<file path="config.mk">
export PLATFORM = sky130hd
export DESIGN_NAME = vad_sqmul
export DESIGN_NICKNAME = d
export VERILOG_FILES = /design/src/vad_pkg.sv /design/src/vad_sqmul.sv
export SDC_FILE = /design/constraint.sdc
export NUM_CORES = 2
export LEC_CHECK = 0
export BUFFER_PORTS_ARGS = -buffer_cell sky130_fd_sc_hd__buf_2
export CORE_MARGIN = 10
export CORE_UTILIZATION = 53
export CTS_CLUSTER_SIZE = 28
export DETAILED_ROUTE_END_ITERATION = 16
export GPL_TIMING_DRIVEN = 1
export PLACE_DENSITY = 0.7
export SLEW_MARGIN = 20
export SYNTH_ARGS = -nofsm -noshare
export SYNTH_HDL_FRONTEND = slang
export SYNTH_SLANG_ARGS = --single-unit
</file>
<file path="constraint.sdc">
create_clock -name i_clk -period 30 [get_ports i_clk]
set_input_delay 9 -clock i_clk [delete_from_list [all_inputs] [get_ports i_clk]]
set_output_delay 9 -clock i_clk [all_outputs]
set_load 0.1 [all_outputs]
</file>
<file path="src/vad_pkg.sv">
// shared types, constants and the cosine-squared table for the vector angle block
package vad_pkg;

    // component width of the input vectors
    localparam int CoordBits = 16;
    // width of squared lengths and of the dot product magnitude
    localparam int ProdBits  = 2 * CoordBits;
    // width of |a|^2*|b|^2 and of dot^2
    localparam int WideBits  = 2 * ProdBits;
    // quotient dot^2 * 2^60 / (|a|^2*|b|^2) lies in 0..2^60
    localparam int QBits     = 61;
    // one binary-search step per bit of the degree count
    localparam int SrchSteps = 7;
    localparam int TabDepth  = 90;
    // degrees that the search may count above the base angle
    localparam logic [SrchSteps-1:0] CountPos = 7'd89;
    localparam logic [SrchSteps-1:0] CountNeg = 7'd90;
    localparam logic [7:0] AngleRight = 8'd90;
    localparam logic [63:0] PiQ30 = 64'd3373259426;

    typedef struct packed {
        logic signed [CoordBits-1:0] a_x;
        logic signed [CoordBits-1:0] a_y;
        logic signed [CoordBits-1:0] b_x;
        logic signed [CoordBits-1:0] b_y;
    } t_in;

    typedef struct packed {
        logic [7:0] angle_deg;
        logic       angle_valid;
    } t_out;

    // control that travels beside the data through every stage
    typedef struct packed {
        logic vld;    // stage holds an item
        logic nz;     // both vectors have nonzero length
        logic dneg;   // dot product below zero
        logic dzero;  // dot product exactly zero
    } t_side;

    typedef logic [QBits-1:0] t_sq_tab [0:TabDepth-1];

    // cos(d deg)^2 in Q60 for d = 0..89, from an eleven-term series in Q30;
    // 45 degrees is exactly one half
    function automatic t_sq_tab sq_table();
        t_sq_tab         tab;
        longint unsigned x;
        longint unsigned x2;
        longint unsigned t;
        longint unsigned sum;
        for (int d = 0; d < TabDepth; d++) begin
            x   = (64'(d) * PiQ30 + 64'd90) / 64'd180;
            x2  = (x * x + (64'd1 << 29)) >> 30;
            t   = 64'd1 << 30;
            sum = 64'd1 << 30;
            for (int k = 1; k <= 10; k++) begin
                t = ((t * x2 + (64'd1 << 29)) >> 30) / 64'((2 * k - 1) * (2 * k));
                if ((k % 2) == 1) begin
                    sum = sum - t;
                end else begin
                    sum = sum + t;
                end
            end
            tab[d] = QBits'(sum * sum);
        end
        tab[45] = QBits'(1) << 59;
        return tab;
    endfunction

    localparam t_sq_tab SqTab = sq_table();

    // magnitude of a two's complement component
    function automatic logic [CoordBits-1:0] mag(input logic signed [CoordBits-1:0] v);
        return v[CoordBits-1] ? CoordBits'(-v) : CoordBits'(v);
    endfunction

endpackage

</file>
<file path="src/vad_sqmul.sv">
// two-stage split multipliers for |a|^2*|b|^2 and dot^2
module vad_sqmul
    import vad_pkg::*;
#(
    parameter int W = ProdBits
) (
    input  logic           i_clk,
    input  logic           i_rst_n,
    input  logic           i_en,
    input  t_side          i_side,
    input  logic [W-1:0]   i_a2,
    input  logic [W-1:0]   i_b2,
    input  logic [W-1:0]   i_dm,
    output t_side          o_side,
    output logic [2*W-1:0] o_k,
    output logic [2*W-1:0] o_d2
);
    localparam int H = W / 2;

    logic [2*H-1:0] r_k_ll, r_k_lh, r_k_hl, r_k_hh;
    logic [2*H-1:0] r_d_ll, r_d_lh, r_d_hh;
    t_side          r_side1;
    logic [2*H:0]   k_mid;
    logic [2*H:0]   d_mid;

    // partial products of the half words
    always_ff @(posedge i_clk) begin
        if (!i_rst_n) begin
            r_side1.vld <= 1'b0;
        end else if (i_en) begin
            r_side1 <= i_side;
            r_k_ll  <= (2*H)'(i_a2[H-1:0]) * (2*H)'(i_b2[H-1:0]);
            r_k_lh  <= (2*H)'(i_a2[H-1:0]) * (2*H)'(i_b2[W-1:H]);
            r_k_hl  <= (2*H)'(i_a2[W-1:H]) * (2*H)'(i_b2[H-1:0]);
            r_k_hh  <= (2*H)'(i_a2[W-1:H]) * (2*H)'(i_b2[W-1:H]);
            r_d_ll  <= (2*H)'(i_dm[H-1:0]) * (2*H)'(i_dm[H-1:0]);
            r_d_lh  <= (2*H)'(i_dm[H-1:0]) * (2*H)'(i_dm[W-1:H]);
            r_d_hh  <= (2*H)'(i_dm[W-1:H]) * (2*H)'(i_dm[W-1:H]);
        end
    end

    assign k_mid = {1'b0, r_k_lh} + {1'b0, r_k_hl};
    assign d_mid = {r_d_lh, 1'b0};

    always_ff @(posedge i_clk) begin
        if (!i_rst_n) begin
            o_side.vld <= 1'b0;
        end else if (i_en) begin
            o_side <= r_side1;
            o_k    <= {r_k_hh, r_k_ll} + ((2*W)'(k_mid) << H);
            o_d2   <= {r_d_hh, r_d_ll} + ((2*W)'(d_mid) << H);
        end
    end

endmodule

</file>
# Word level (Yosys, flattened, before mapping)
# Index checks and enable logic that the tools add are counted.
totals:
  elab_cells: 28
  inputBits: 103
  output_inout_bits: 132
  regBits: 360
op_classes:
  multipliers: 7
  reduce_logical: 1
  add_sub_neg: 3
op_table:
  columns: ["operator", "n"]
  rows:
  - ["multiplier 16 x 16 -> 32 bit", 7]
  - ["adder 64 x 49 -> 64 bit", 2]
  - ["adder 32 x 32 -> 33 bit", 1]
  - ["AND reduction 2 bit", 1]

# Depth between registers and ports, before layout
logic_depth:
  depth_word: 2
  mapped_depth: 26
  depth_no_buf: 24

# Worst setup path before layout
# OpenSTA, ideal clock, no wires.
synth_timing:
  path_kind: "input to register"
  startpoint: "input port i_en"
  endpoint: "register o_d2[0], enable pin"
  setup_time_ns: 0.761
  path_buffers: 0
  arrival_ns: 16.992
  setup_slack_ns: 12.247
  stages: 1
  path_cell_list: "and2_1"
synth_between:
  elab_chain_len: 1
synth_lines:
  columns: ["item", "line", "rtl"]
  rows:
  - ["start: declaration", "vad_sqmul.sv:9", "input logic i_en,"]
  - ["AND reduction 2 bit (no line)", null, null]
  - ["end signal: assignment", "vad_sqmul.sv:51", "o_d2 <= {r_d_hh, r_d_ll} + ((2*W)'(d_mid) << H);"]
  - ["end: declaration", "vad_sqmul.sv:16", "output logic [2*W-1:0] o_d2"]
# No other way between the ends.
# A chain may end at the register's enable or synchronous reset.

# Worst setup path after layout
layout_timing:
  startpoint: "input port i_dm[12]"
  endpoint: "register r_d_ll[31], data pin"
layout_between:
  elab_chain_len: 1
layout_lines:
  columns: ["item", "line", "rtl"]
  rows:
  - ["start: declaration", "vad_sqmul.sv:13", "input logic [W-1:0] i_dm,"]
  - ["multiplier 16 x 16 -> 32 bit", "vad_sqmul.sv:36", "r_d_ll <= (2*H)'(i_dm[H-1:0]) * (2*H)'(i_dm[H-1:0]);"]
  - ["end signal: assignment", "vad_sqmul.sv:36", null]
  - ["end: declaration", "vad_sqmul.sv:21", "logic [2*H-1:0] r_d_ll, r_d_lh, r_d_hh;"]
# No other way between the ends.

==> results.yml <==
run_status:
  status: "finished clean"
setup_path:
  r2r-start: "r_k_lh[14]"
  crit_path_start_kind: "primary input"
  r2r_slack_ns: 23.91
  cp_data_arrival_time_ns: 15.80
  r2r_cells: 16
  cp-startpoint: "i_dm[12]"
  slowest_stage: "o41ai_1"
  critPathCaptureType: "flop"
  critPathMaxFanout: 25
  required_ns: 30.36
  cp_cell_sequence: "buf_2 -> clkinv_1 -> nor2_1 -> ha_1 -> xor2_1 -> fa_1 -> inv_1 -> fa_1 -> fa_1 -> fa_1 -> inv_1 -> fa_1 -> inv_1 -> ha_1 -> and3_1 -> nand2_1 -> o31ai_1 -> a2111oi_2 -> o41ai_1 -> a221o_1 -> a21oi_1 -> xnor2_1"
  slowest_delay_ns: 0.62
  criticalPathCategory: "primary input to flop"
  crit_top_cell: "fa_1"
synthesis:
  synthAdderAreaFrac_pct: 49.9
  avgSynthCellArea_sq_um: 9.43
  synth_edf_count: 355
  synth_top_family_by_area: "adder cells"
  synth_seq_cells: 357
  synth_compound_area_share_pct: 7.25
  yosys.area_share.xor_xnor_pct: 3.94
  synth_area_sq_mm: 0.0727
  ys.flop_type: "edfxtp_1"
  ys_types: 77
  synthCells: 7709
  synthMuxAreaShare_pct: 0.114
  yosysWarnings: 0
  synth_fp_nets: 9930
  async_flop_share_pct: 0
  yosysSeqAreaShare_pct: 14.7
  synth-simple-area-share_pct: 14.0
clock_tree:
  clock-root-buffer: "clkbuf_16"
  cts_resized: 0
  htree_levels: 2
  cts_buffers: 47
  cts_buffer_depth: 3
  clk_pin_slew_ns: 0.07
  clk_latency_ns: 0.63
  cts_hold_buf: 0
  cts_tree: "built"
  numClockSinks: 357
  cts_setup_buffers: 0
final_layout:
  drive_gt1_share_pct: 4.76
  final_cell_mix: "1637 x inv_1, 1297 x fa_1, 974 x nand2_1"
  n_fill_cell: 11974
  final_common_cell: "inv_1"
  seqCellArea_sq_mm: 0.0107
  syn_to_final_growth_pct: 5.40
  nNetsFinal: 9920
  multi_input_area_sq_mm: 0.0546
floorplan:
  core-area_sq_mm: 0.136
  die_h_um: 390
  rows: 135
  io_pins: 235
  die_area_sq_mm: 0.152
  die_x_um: 390
  initial_core_util_pct: 53.5
worst_hold_path:
  hp-class: "flop to flop"
  holdPathStages: 0
  min_from: "r_k_ll[13]"
routing:
  drt_wl_total_um: 184000
  dr.pass1.iters: 6
  routedWlPerCell_um: 19.3
  drc: 0
  vias: 52565
  vias_per_cell: 5.52
  antenna_left: 0
  first_iter_violations: 3727
timing:
  slew_viol_final: 0
  fin_crit_ns: 15.44
  setup_viol: 0
  rsz0062_at_grt: "false"
  finalClockSkew_ns: 0.0276
  slew_headroom_pct: 28.4
  min_period_over_period_pct: 51.5
  max_freq_mhz: 64.8
  tightest_slew_ns: 1.07
  hold_violations: 0
  tns_ns: 0
place:
  dpl.hpwl_um: 140000
  numPortBuffers: 233
  gp_congestion: 0.929
grt:
  grt_use_total_pct: 24.7
  grt_pass1_wl_um: 303000
  grt_pass1_vias: 56947
  antenna_found_initial: 15
  grt_overflow: 0
  grt_max_degree: 161
flow_run:
  max_cap_viol_count: 0
## worst max-delay path, delay by kind of cell
family | cells | cell delay [ns]
fa+ha+maj | 7 | 3.12
compound gates | 5 | 1.63
buf+inv | 5 | 1.13
simple gates | 3 | 0.58
xor+xnor | 2 | 0.33
## metal layers
metal  up-vias  track usage (%)  share of wire (%)
li1      23816                -                  -
met1     26536             33.2                 42
met2      1854             40.7                 46
met3       339             4.83                8.1
met4        20             7.17                3.1
met5         -                0              0.069
## area by class of cell
type	instances	share of cell area (%)
Tap cell	1781	2.91
Inverter	1642	8.05
Timing Repair Buffer	247	1.68
Clock buffer	51	1.58
Clock inverter	34	0.449
Antenna cell	3	0.00980
Sequential cell	357	14.0
Multi-Input combinational cell	5404	71.4
## cells in the mapped netlist (5+ instances only)
| cell | number | share of area, % |
|---|---|---|
| a211o_1 | 11 | 0.13 |
| a211oi_1 | 44 | 0.45 |
| a21o_1 | 147 | 1.5 |
| a21oi_1 | 260 | 1.8 |
| a221o_1 | 6 | 0.083 |
| a311oi_1 | 6 | 0.072 |
| a31o_2 | 9 | 0.11 |
| a31oi_1 | 17 | 0.15 |
| a41oi_1 | 6 | 0.072 |
| and2_1 | 638 | 5.5 |
| and3_1 | 38 | 0.33 |
| and4_1 | 5 | 0.060 |
| clkbuf_1 | 301 | 1.6 |
| edfxtp_1 | 355 | 15 |
| fa_1 | 1297 | 36 |
| ha_1 | 821 | 14 |
| inv_1 | 1637 | 8.5 |
| mux2i_1 | 6 | 0.083 |
| nand2_1 | 974 | 5.0 |
| nand2b_1 | 25 | 0.22 |
| nand3_1 | 68 | 0.47 |
| nand4_1 | 20 | 0.17 |
| nor2_1 | 250 | 1.3 |
| nor2b_1 | 37 | 0.32 |
| nor3_1 | 42 | 0.29 |
| nor3b_1 | 5 | 0.052 |
| nor4_1 | 5 | 0.043 |
| o2111ai_1 | 6 | 0.072 |
| o211ai_1 | 7 | 0.072 |
| o21a_1 | 39 | 0.40 |
| o21ai_0 | 138 | 0.95 |
| o21ai_1 | 6 | 0.041 |
| o21bai_1 | 41 | 0.42 |
| o221ai_1 | 5 | 0.060 |
| o31a_1 | 6 | 0.072 |
| o31ai_1 | 17 | 0.18 |
| or2_2 | 13 | 0.11 |
| or3_1 | 8 | 0.069 |
| xnor2_1 | 223 | 2.7 |
| xor2_1 | 104 | 1.3 |
## worst paths after layout
check,to
setup / recovery,r_d_ll[31]
setup reg to reg,o_k[63]
hold reg to reg,o_k[13]
hold / removal,o_k[13]
## flip-flops by register name, indices dropped and copies added, names as in the netlist
register and cells:
o_k 64, o_d2 63, r_d_lh 32, r_k_hh 32, r_k_hl 32, r_k_lh 32
r_k_ll 32, r_d_hh 31, r_d_ll 31, o_side 4, r_side1 4
## logic make-up after synthesis
family | Yosys count
flops | 357
buf+inv | 1948
fa+ha+maj | 2118
xor+xnor | 327
simple gates | 2135
compound gates | 815
other cells | 1
mux | 8
## stage by stage
step	setup WS, ns	hold WS (ns)	instances	utilization (%)	cell area (sq um)
3_5_place_dp	13.98	0.405	9431	55.2	75000
5_1_grt	14.21	0.426	9517	56.4	76600
3_3_place_gp	14.06	0.401	9431	55.2	75000
2_1_floorplan	12.25	0.400	7709	-	72700
4_1_cts	14.63	0.420	9516	56.4	76600
6_report	14.56	0.417	9519	56.4	76600
Power is not shown: default switching activity piles up to over one toggle a cycle in this logic, so the estimate is an artifact.
